$ cat src/rtl/assert_macros.svh
// Assertion helpers for the RTL files; the table unit includes them.
// Each use expects signals named clk and rst_n in the enclosing module.
`ifndef ASSERT_MACROS_SVH
`define ASSERT_MACROS_SVH

// A condition that must hold at every clock edge outside reset.
`define SKTF_ASSERT_ALWAYS(label, expr) \
    label: assert property (@(posedge clk) disable iff (!rst_n) (expr)) \
        else $error("sktf invariant violated");

// A condition that must hold in the cycle after the trigger was seen.
`define SKTF_ASSERT_NEXT(label, trig, expr) \
    label: assert property (@(posedge clk) disable iff (!rst_n) (trig) |=> (expr)) \
        else $error("sktf sequence violated");

`endif

$ cat src/rtl/sktf_pkg.sv
package sktf_pkg;

    // Item operation codes.
    typedef enum logic
    {
        OP_INSERT = 1'b0,
        OP_LOOKUP = 1'b1
    } op_t;

    // Result status codes.
    typedef enum logic [1:0]
    {
        ST_INSERTED  = 2'd0,
        ST_FOUND     = 2'd1,
        ST_NOT_FOUND = 2'd2,
        ST_FULL      = 2'd3
    } status_t;

    // Control states of the top level.
    typedef enum logic
    {
        S_IDLE = 1'b0,
        S_EXEC = 1'b1
    } state_t;

    // Status that a cell shows to its right-hand neighbor.
    typedef struct packed
    {
        logic valid;
        logic le;
    } cell_stat_t;

    // Fixed widths of the channel fields.
    localparam int unsigned IN_KEY_W    = 32;
    localparam int unsigned IN_DATA_W   = 32;
    localparam int unsigned OUT_DATA_W  = 32;
    localparam int unsigned OUT_COUNT_W = 7;

endpackage

$ cat src/rtl/sktf_cell.sv
module sktf_cell #(
    parameter int KEY_WIDTH  = 32,
    parameter int DATA_WIDTH = 32
) (
    input  logic                   clk,
    input  logic                   rst_n,
    input  logic                   shift_en,
    input  logic [KEY_WIDTH-1:0]   new_key,
    input  logic [DATA_WIDTH-1:0]  new_data,
    input  sktf_pkg::cell_stat_t   left_stat,
    input  logic [KEY_WIDTH-1:0]   left_key,
    input  logic [DATA_WIDTH-1:0]  left_data,
    output sktf_pkg::cell_stat_t   stat,
    output logic [KEY_WIDTH-1:0]   key,
    output logic [DATA_WIDTH-1:0]  data
);
    import sktf_pkg::*;

    logic                  valid_reg;
    logic                  valid_next;
    logic [KEY_WIDTH-1:0]  key_reg;
    logic [KEY_WIDTH-1:0]  key_next;
    logic [DATA_WIDTH-1:0] data_reg;
    logic [DATA_WIDTH-1:0] data_next;
    logic                  le;

    // A held entry whose key is not above the broadcast key stays in place.
    assign le = valid_reg && (key_reg <= new_key);

    // On insert, the first cell that does not stay takes the new pair and
    // every cell after it takes the entry of its left neighbor.
    always_comb
    begin
        valid_next = valid_reg;
        key_next   = key_reg;
        data_next  = data_reg;
        if (shift_en && !le)
        begin
            if (left_stat.le)
            begin
                valid_next = 1'b1;
                key_next   = new_key;
                data_next  = new_data;
            end
            else
            begin
                valid_next = left_stat.valid;
                key_next   = left_key;
                data_next  = left_data;
            end
        end
    end

    always_ff @(posedge clk or negedge rst_n)
    begin
        if (!rst_n)
        begin
            valid_reg <= 1'b0;
        end
        else
        begin
            valid_reg <= valid_next;
        end
    end

    // Entry payload needs no reset; the valid flag guards it.
    always_ff @(posedge clk)
    begin
        key_reg  <= key_next;
        data_reg <= data_next;
    end

    assign stat.valid = valid_reg;
    assign stat.le    = le;
    assign key        = key_reg;
    assign data       = data_reg;

endmodule

$ cat config.mk
export PLATFORM = sky130hd
export DESIGN_NAME = sktf_cell
export DESIGN_NICKNAME = d
export VERILOG_FILES = /design/src/rtl/assert_macros.svh /design/src/rtl/sktf_pkg.sv /design/src/rtl/sktf_cell.sv
export SDC_FILE = /design/constraint.sdc
export NUM_CORES = 1
export LEC_CHECK = 0
export ABC_AREA = 1
export BUFFER_PORTS_ARGS = -buffer_cell sky130_fd_sc_hd__buf_4
export CORE_UTILIZATION = 41
export DETAILED_ROUTE_END_ITERATION = 10
export PLACE_DENSITY = 0.78
export SYNTH_ARGS = -nofsm -noshare
export SYNTH_HDL_FRONTEND = slang
export SYNTH_SLANG_ARGS = --single-unit
$ cat constraint.sdc
create_clock -name clk -period 3.02 [get_ports clk]
set_input_delay 0.151 -clock clk [delete_from_list [all_inputs] [get_ports clk]]
set_output_delay 0.151 -clock clk [all_outputs]
set_load 0.005 [all_outputs]
Word level (Yosys, flattened, before mapping)

Cells that the tools add are included.

Logic and storage cells: 10
Bits of input ports: 133
Bits in registers: 65

Reduce and logical (&&, ||, !) cells: 3
Mux-type cells: 3
Magnitude comparators: 1

Operator list:

| operator            | number |
|---|---|
| $mux W32            | 2 |
| $le A32 B32 Y1      | 1 |
| $logic_and A1 B1 Y1 | 2 |
| $logic_not A1 Y1    | 1 |
| $mux W1             | 1 |

Logic depth before layout (Yosys ltp)

Depth in word-level cells: 4
Mapped depth: 17
Depth with buffers taken out: 17

Worst setup path before layout

OpenSTA, ideal clock, no wires.

Path type: register -> register
From: register key_reg[23], in the netlist key[23]
To: register data_reg[0], in the netlist data[0] (enable)
Stages on the path, launching flop included: 12
Setup time: 0.435 ns
Clock period less this slack: 3.398 ns
Buffers on the path: 0
Data arrival time: 2.963 ns
Slack: -0.378 ns
Cell sequence: edfxtp_1 ha_1 nand2_1 nor2_2 nand4_1 nor2_2 nand2_1 nand2_1 nand2_2 nand2_2 inv_2 nor2_2

Word-level cells in the longest chain between the ends: 4

Ends and longest elaborated chain:

| what                     | line            | RTL |
|---|---|---|
| start: declaration       | sktf_cell.sv:21 | `logic [KEY_WIDTH-1:0] key_reg;` |
| start signal: assignment | sktf_cell.sv:69 | `key_reg <= key_next;` |
| $le A32 B32 Y1           | sktf_cell.sv:28 | `assign le = valid_reg && (key_reg <= new_key);` |
| $logic_and A1 B1 Y1      | sktf_cell.sv:28 |  |
| net le                   | sktf_cell.sv:25 | `logic le;` |
| $logic_not A1 Y1         | sktf_cell.sv:37 | `if (shift_en && !le)` |
| $logic_and A1 B1 Y1      | sktf_cell.sv:37 |  |
| end signal: assignment   | sktf_cell.sv:70 | `data_reg <= data_next;` |
| end: declaration         | sktf_cell.sv:23 | `logic [DATA_WIDTH-1:0] data_reg;` |

The timed path passes the listed nets, and every way through them passes these cells.
A chain may end at the register's enable or synchronous reset.

Worst setup path after layout

From: register key_reg[11], in the netlist key[11]
To: register data_reg[5], in the netlist data[5] (enable)

Word-level cells in the longest chain between the ends: 4

Ends and longest elaborated chain:

| what                | line |
|---|---|
| $le A32 B32 Y1      | sktf_cell.sv:28 |
| $logic_and A1 B1 Y1 | sktf_cell.sv:28 |
| $logic_not A1 Y1    | sktf_cell.sv:37 |
| $logic_and A1 B1 Y1 | sktf_cell.sv:37 |

No other way between the ends.

==> impl_results.rst <==
.. list-table::
   :header-rows: 1

   * - Metric
     - Value
   * - Port Buffers
     - 198
   * - Fill cell total of the finished layout
     - between 600 and 700
   * - Synthesized area divided by synthesized cell count
     - ~9.1 um2
   * - Nets@finish
     - 758
   * - Worst min-delay path class
     - in2reg
   * - Placer Congestion
     - 0.7780
   * - Routed Antenna Nets
     - 0
   * - CTS clock-pin slew for the worst setup and hold paths
     - 0.07 ns
   * - Grt met2 use
     - 38.57%
   * - Outcome
     - complete, no violations
   * - Final wirelength
     - 9646 um
   * - Top library cells by usage in the layout, fill and taps aside
     - sky130_fd_sc_hd__buf_4 (201), sky130_fd_sc_hd__nand2_1 (169), sky130_fd_sc_hd__edfxtp_1 (64)
   * - Global-route wire length before repair
     - 14700 um
   * - Via-per-instance ratio
     - around 4.7
   * - Number of hold buffers added after CTS
     - 1
   * - Worst Hold Endpoint
     - data[30]
   * - Detailed Place HPWL
     - 7628 um
   * - Quantity of gates resized following cts
     - 0
   * - Static leakage
     - 0.002738 uW
   * - Nature of the critical path endpoint
     - flop
   * - Sum of negative setup slack
     - 0 ns
   * - Largest family of logic cells by synthesized area
     - simple AND/OR/NAND/NOR gates
   * - Warning count from the yosys run
     - 0
   * - Routed length per instance
     - about 14 um
   * - Clock tree from TritonCTS
     - done
   * - Post-Place Worst Slack
     - 0.8057 ns
   * - Post-synthesis cell type with the largest combined area
     - sky130_fd_sc_hd__edfxtp_1
   * - Maximum number of pins on one net before global-route repair
     - 47
   * - Endpoint of the worst register-to-register path
     - data[5]
   * - VDD IR max
     - 0.3254 mV
   * - Worst setup path category
     - reg2reg
   * - Startpoint of the worst-slack reg-to-reg timing path
     - key[11]
   * - Period Utilization, post-route
     - 73.26%
   * - Most common cell after layout, fill and taps aside
     - sky130_fd_sc_hd__buf_4
   * - Maximum clock skew at final layout
     - 0.01165 ns
   * - Multiplexer area fraction after synthesis
     - 0%
   * - Via count of the first global-routing pass
     - 3300
   * - Final number of hold-violating endpoints
     - 0
   * - Number of antenna violations at the first check in global routing
     - 0
   * - Post-CTS Repair Setup Buffers
     - 0
   * - Vertical die dimension
     - between 90 and 100 um
   * - Cell depth of the worst min-delay path
     - 3
   * - Cell chosen for the clock root
     - sky130_fd_sc_hd__clkbuf_8
   * - Critical path data required time
     - 3.05 ns
   * - Post-layout util
     - between 60% and 70%
   * - Total Routing Usage GR
     - 21.69%
   * - Worst slew slack as a fraction of its limit
     - about 62%
   * - Register area
     - 0.001947 mm2
   * - Time the final worst path needs with I/O delays and setup
     - 2.213 ns
   * - Core Box Area
     - 0.008341 mm2
   * - Residual overflow from global routing
     - 0
   * - Final setup violation count
     - 0
   * - Number of standard cells in the final layout excluding fillers
     - 702
   * - Number of rows in the core area
     - 33
   * - Post-route cell area
     - 0.005388 mm2
   * - Placed Cells
     - 686
   * - Starting utilization of the core area
     - 42.93%
   * - Total Die Area
     - 0.009112 mm2
   * - Number of ports placed on the die boundary
     - 199
   * - Diodes inserted
     - 0
   * - Arithmetic-cell share of the synthesized area counting full adders, half adders and majority gates
     - 11.18%
   * - Sequential fraction of the synthesis area
     - 54.37%
   * - Final-report max-slew violation count
     - 0
   * - Global route hottest layer
     - met2
   * - Sinks on Clock Net
     - 65
   * - Sort of element at the start of the critical path
     - flop
   * - Clock latency on the worst-skew pair
     - 0.34 ns
   * - Area of the mapped netlist
     - between 0.003 and 0.004 mm2
   * - Number of max-cap violations
     - 0
   * - Mapped Nets
     - 560
   * - 1st-iter DRT viols
     - 99
   * - Transition at the pin with the smallest max-transition slack
     - 0.5698 ns
   * - Post-synthesis xor/xnor area fraction
     - 0%
   * - Met1 track utilization from global routing
     - 23.13%
   * - Reg-to-reg slack, setup
     - 0.81 ns
   * - Synthesized instance count
     - 395
   * - Worst Setup Slack, final
     - a little over 0.8 ns
   * - DRC errors left
     - 0
   * - Area growth from synthesis to final layout
     - 50.45%
   * - Proportion of layout cells with a drive suffix above 1
     - 38.19%
   * - # H-tree levels
     - 3
   * - Met3 GRT Util
     - 6.459%
   * - Buffers from clock root to sink, at most
     - 2
   * - Depth of the most critical reg-to-reg path
     - 14
   * - Area fraction in compound gates after synthesis
     - under 10%
   * - Die Width
     - approximately 95 um
   * - Synth top area share
     - 53.67%
   * - Placed cell areas
     - 0.005169 mm2
   * - Worst Hold Launch
     - left_data[30]
   * - Area share of and/or/nand/nor cells after synthesis
     - between 20% and 30%
   * - Vias post-DR
     - 3314
   * - Total CTS buffers
     - 9
   * - TritonRoute pass-1 iters
     - 4
   * - Area of the multi-input gates
     - around 0.0014 mm2
   * - P per Cell Area
     - 514.9 mW/mm2
   * - Top area cells in the synthesized netlist
     - sky130_fd_sc_hd__edfxtp_1 (54%), sky130_fd_sc_hd__nand2_1 (18%), sky130_fd_sc_hd__ha_1 (11%), sky130_fd_sc_hd__o21ai_0 (4.6%), sky130_fd_sc_hd__inv_1 (4.2%)
   * - Maximum achievable frequency
     - around 450 MHz
   * - Post-synthesis cell type count
     - 21
   * - Synth Register Bits
     - 65
   * - Arrival time of data at the critical path endpoint
     - 2.24 ns
   * - Peak fanout along the critical path
     - 46
   * - RSZ-0062 raised after global routing
     - no
==> worst max path at each step <==
stage	startpoint	slack (ns)	cells past startpoint	to
after floorplan	key[23]	0.34	11	data[0]
after global placement	key[11]	0.86	14	data[28]
after detailed placement	key[23]	0.81	12	data[22]
after CTS	key[11]	0.79	14	data[11]
after global routing	key[23]	0.61	12	key[28]
final	key[11]	0.81	14	data[5]
==> where the power goes <==
| group | total [uW] | switching, uW | internal (uW) |
|---|---|---|---|
| clock | 803 | 342 | 460 |
| sequential | 1240 | 63.7 | 1170 |
| combinational | 734 | 351 | 383 |
==> critical path: stages, from the launching register on <==
cell,delay (ns)
sky130_fd_sc_hd__edfxtp_1,0.41
sky130_fd_sc_hd__ha_1,0.33
sky130_fd_sc_hd__nand2_1,0.05
sky130_fd_sc_hd__nor2_1,0.15
sky130_fd_sc_hd__nand2_1,0.10
sky130_fd_sc_hd__clkinv_1,0.06
sky130_fd_sc_hd__nand2_1,0.05
sky130_fd_sc_hd__nand2_1,0.06
sky130_fd_sc_hd__nand2_1,0.04
sky130_fd_sc_hd__nand2_1,0.06
sky130_fd_sc_hd__nand2_2,0.06
sky130_fd_sc_hd__nand2_2,0.07
sky130_fd_sc_hd__inv_2,0.05
sky130_fd_sc_hd__nor2_4,0.11
sky130_fd_sc_hd__buf_12,0.26
==> stage by stage <==
step	hold WS [ns]	total power (uW)
floorplan	-0.1446	1562
CTS	0.04946	2804
global route	0.06059	2920
detailed placement	-0.06823	1998
global placement	-0.06733	1973
finish	0.06334	2774
==> synth_stat cells, drive strengths merged <==
master,n
nand2,171
edfxtp,64
inv,42
o21ai,34
ha,32
a21oi,13
nor2,13
buf,10
clkbuf,6
nand3,3
nand4,2
a21o,1
clkinv,1
dfrtp,1
o21a,1
or2,1
==> per-layer routing <==
metal	share of wire (%)	vias up
met4	2.7	0
met2	51	137
met1	38	1478
met3	8.5	19
met5	0	-
li1	-	1680
==> logic make-up (layout without fill, tap and decap cells) <==
logic type	Yosys count	count (layout)
AO/OA/AOI/OAI	49	49
adder cells (fa/ha/maj)	32	32
buffers and inverters	59	261
AND/OR/NAND/NOR	190	190
flip-flops	65	65
==> cell type report <==
type | count | area share [%]
Sequential cell | 65 | 36.14
Tap cell | 105 | 2.438
Clock buffer | 10 | 2.369
Multi-Input combinational cell | 271 | 25.99
Clock inverter | 5 | 1.510
Timing Repair Buffer | 203 | 28.56
Inverter | 43 | 2.996
Note: power is estimated with default switching activity, not from simulation.
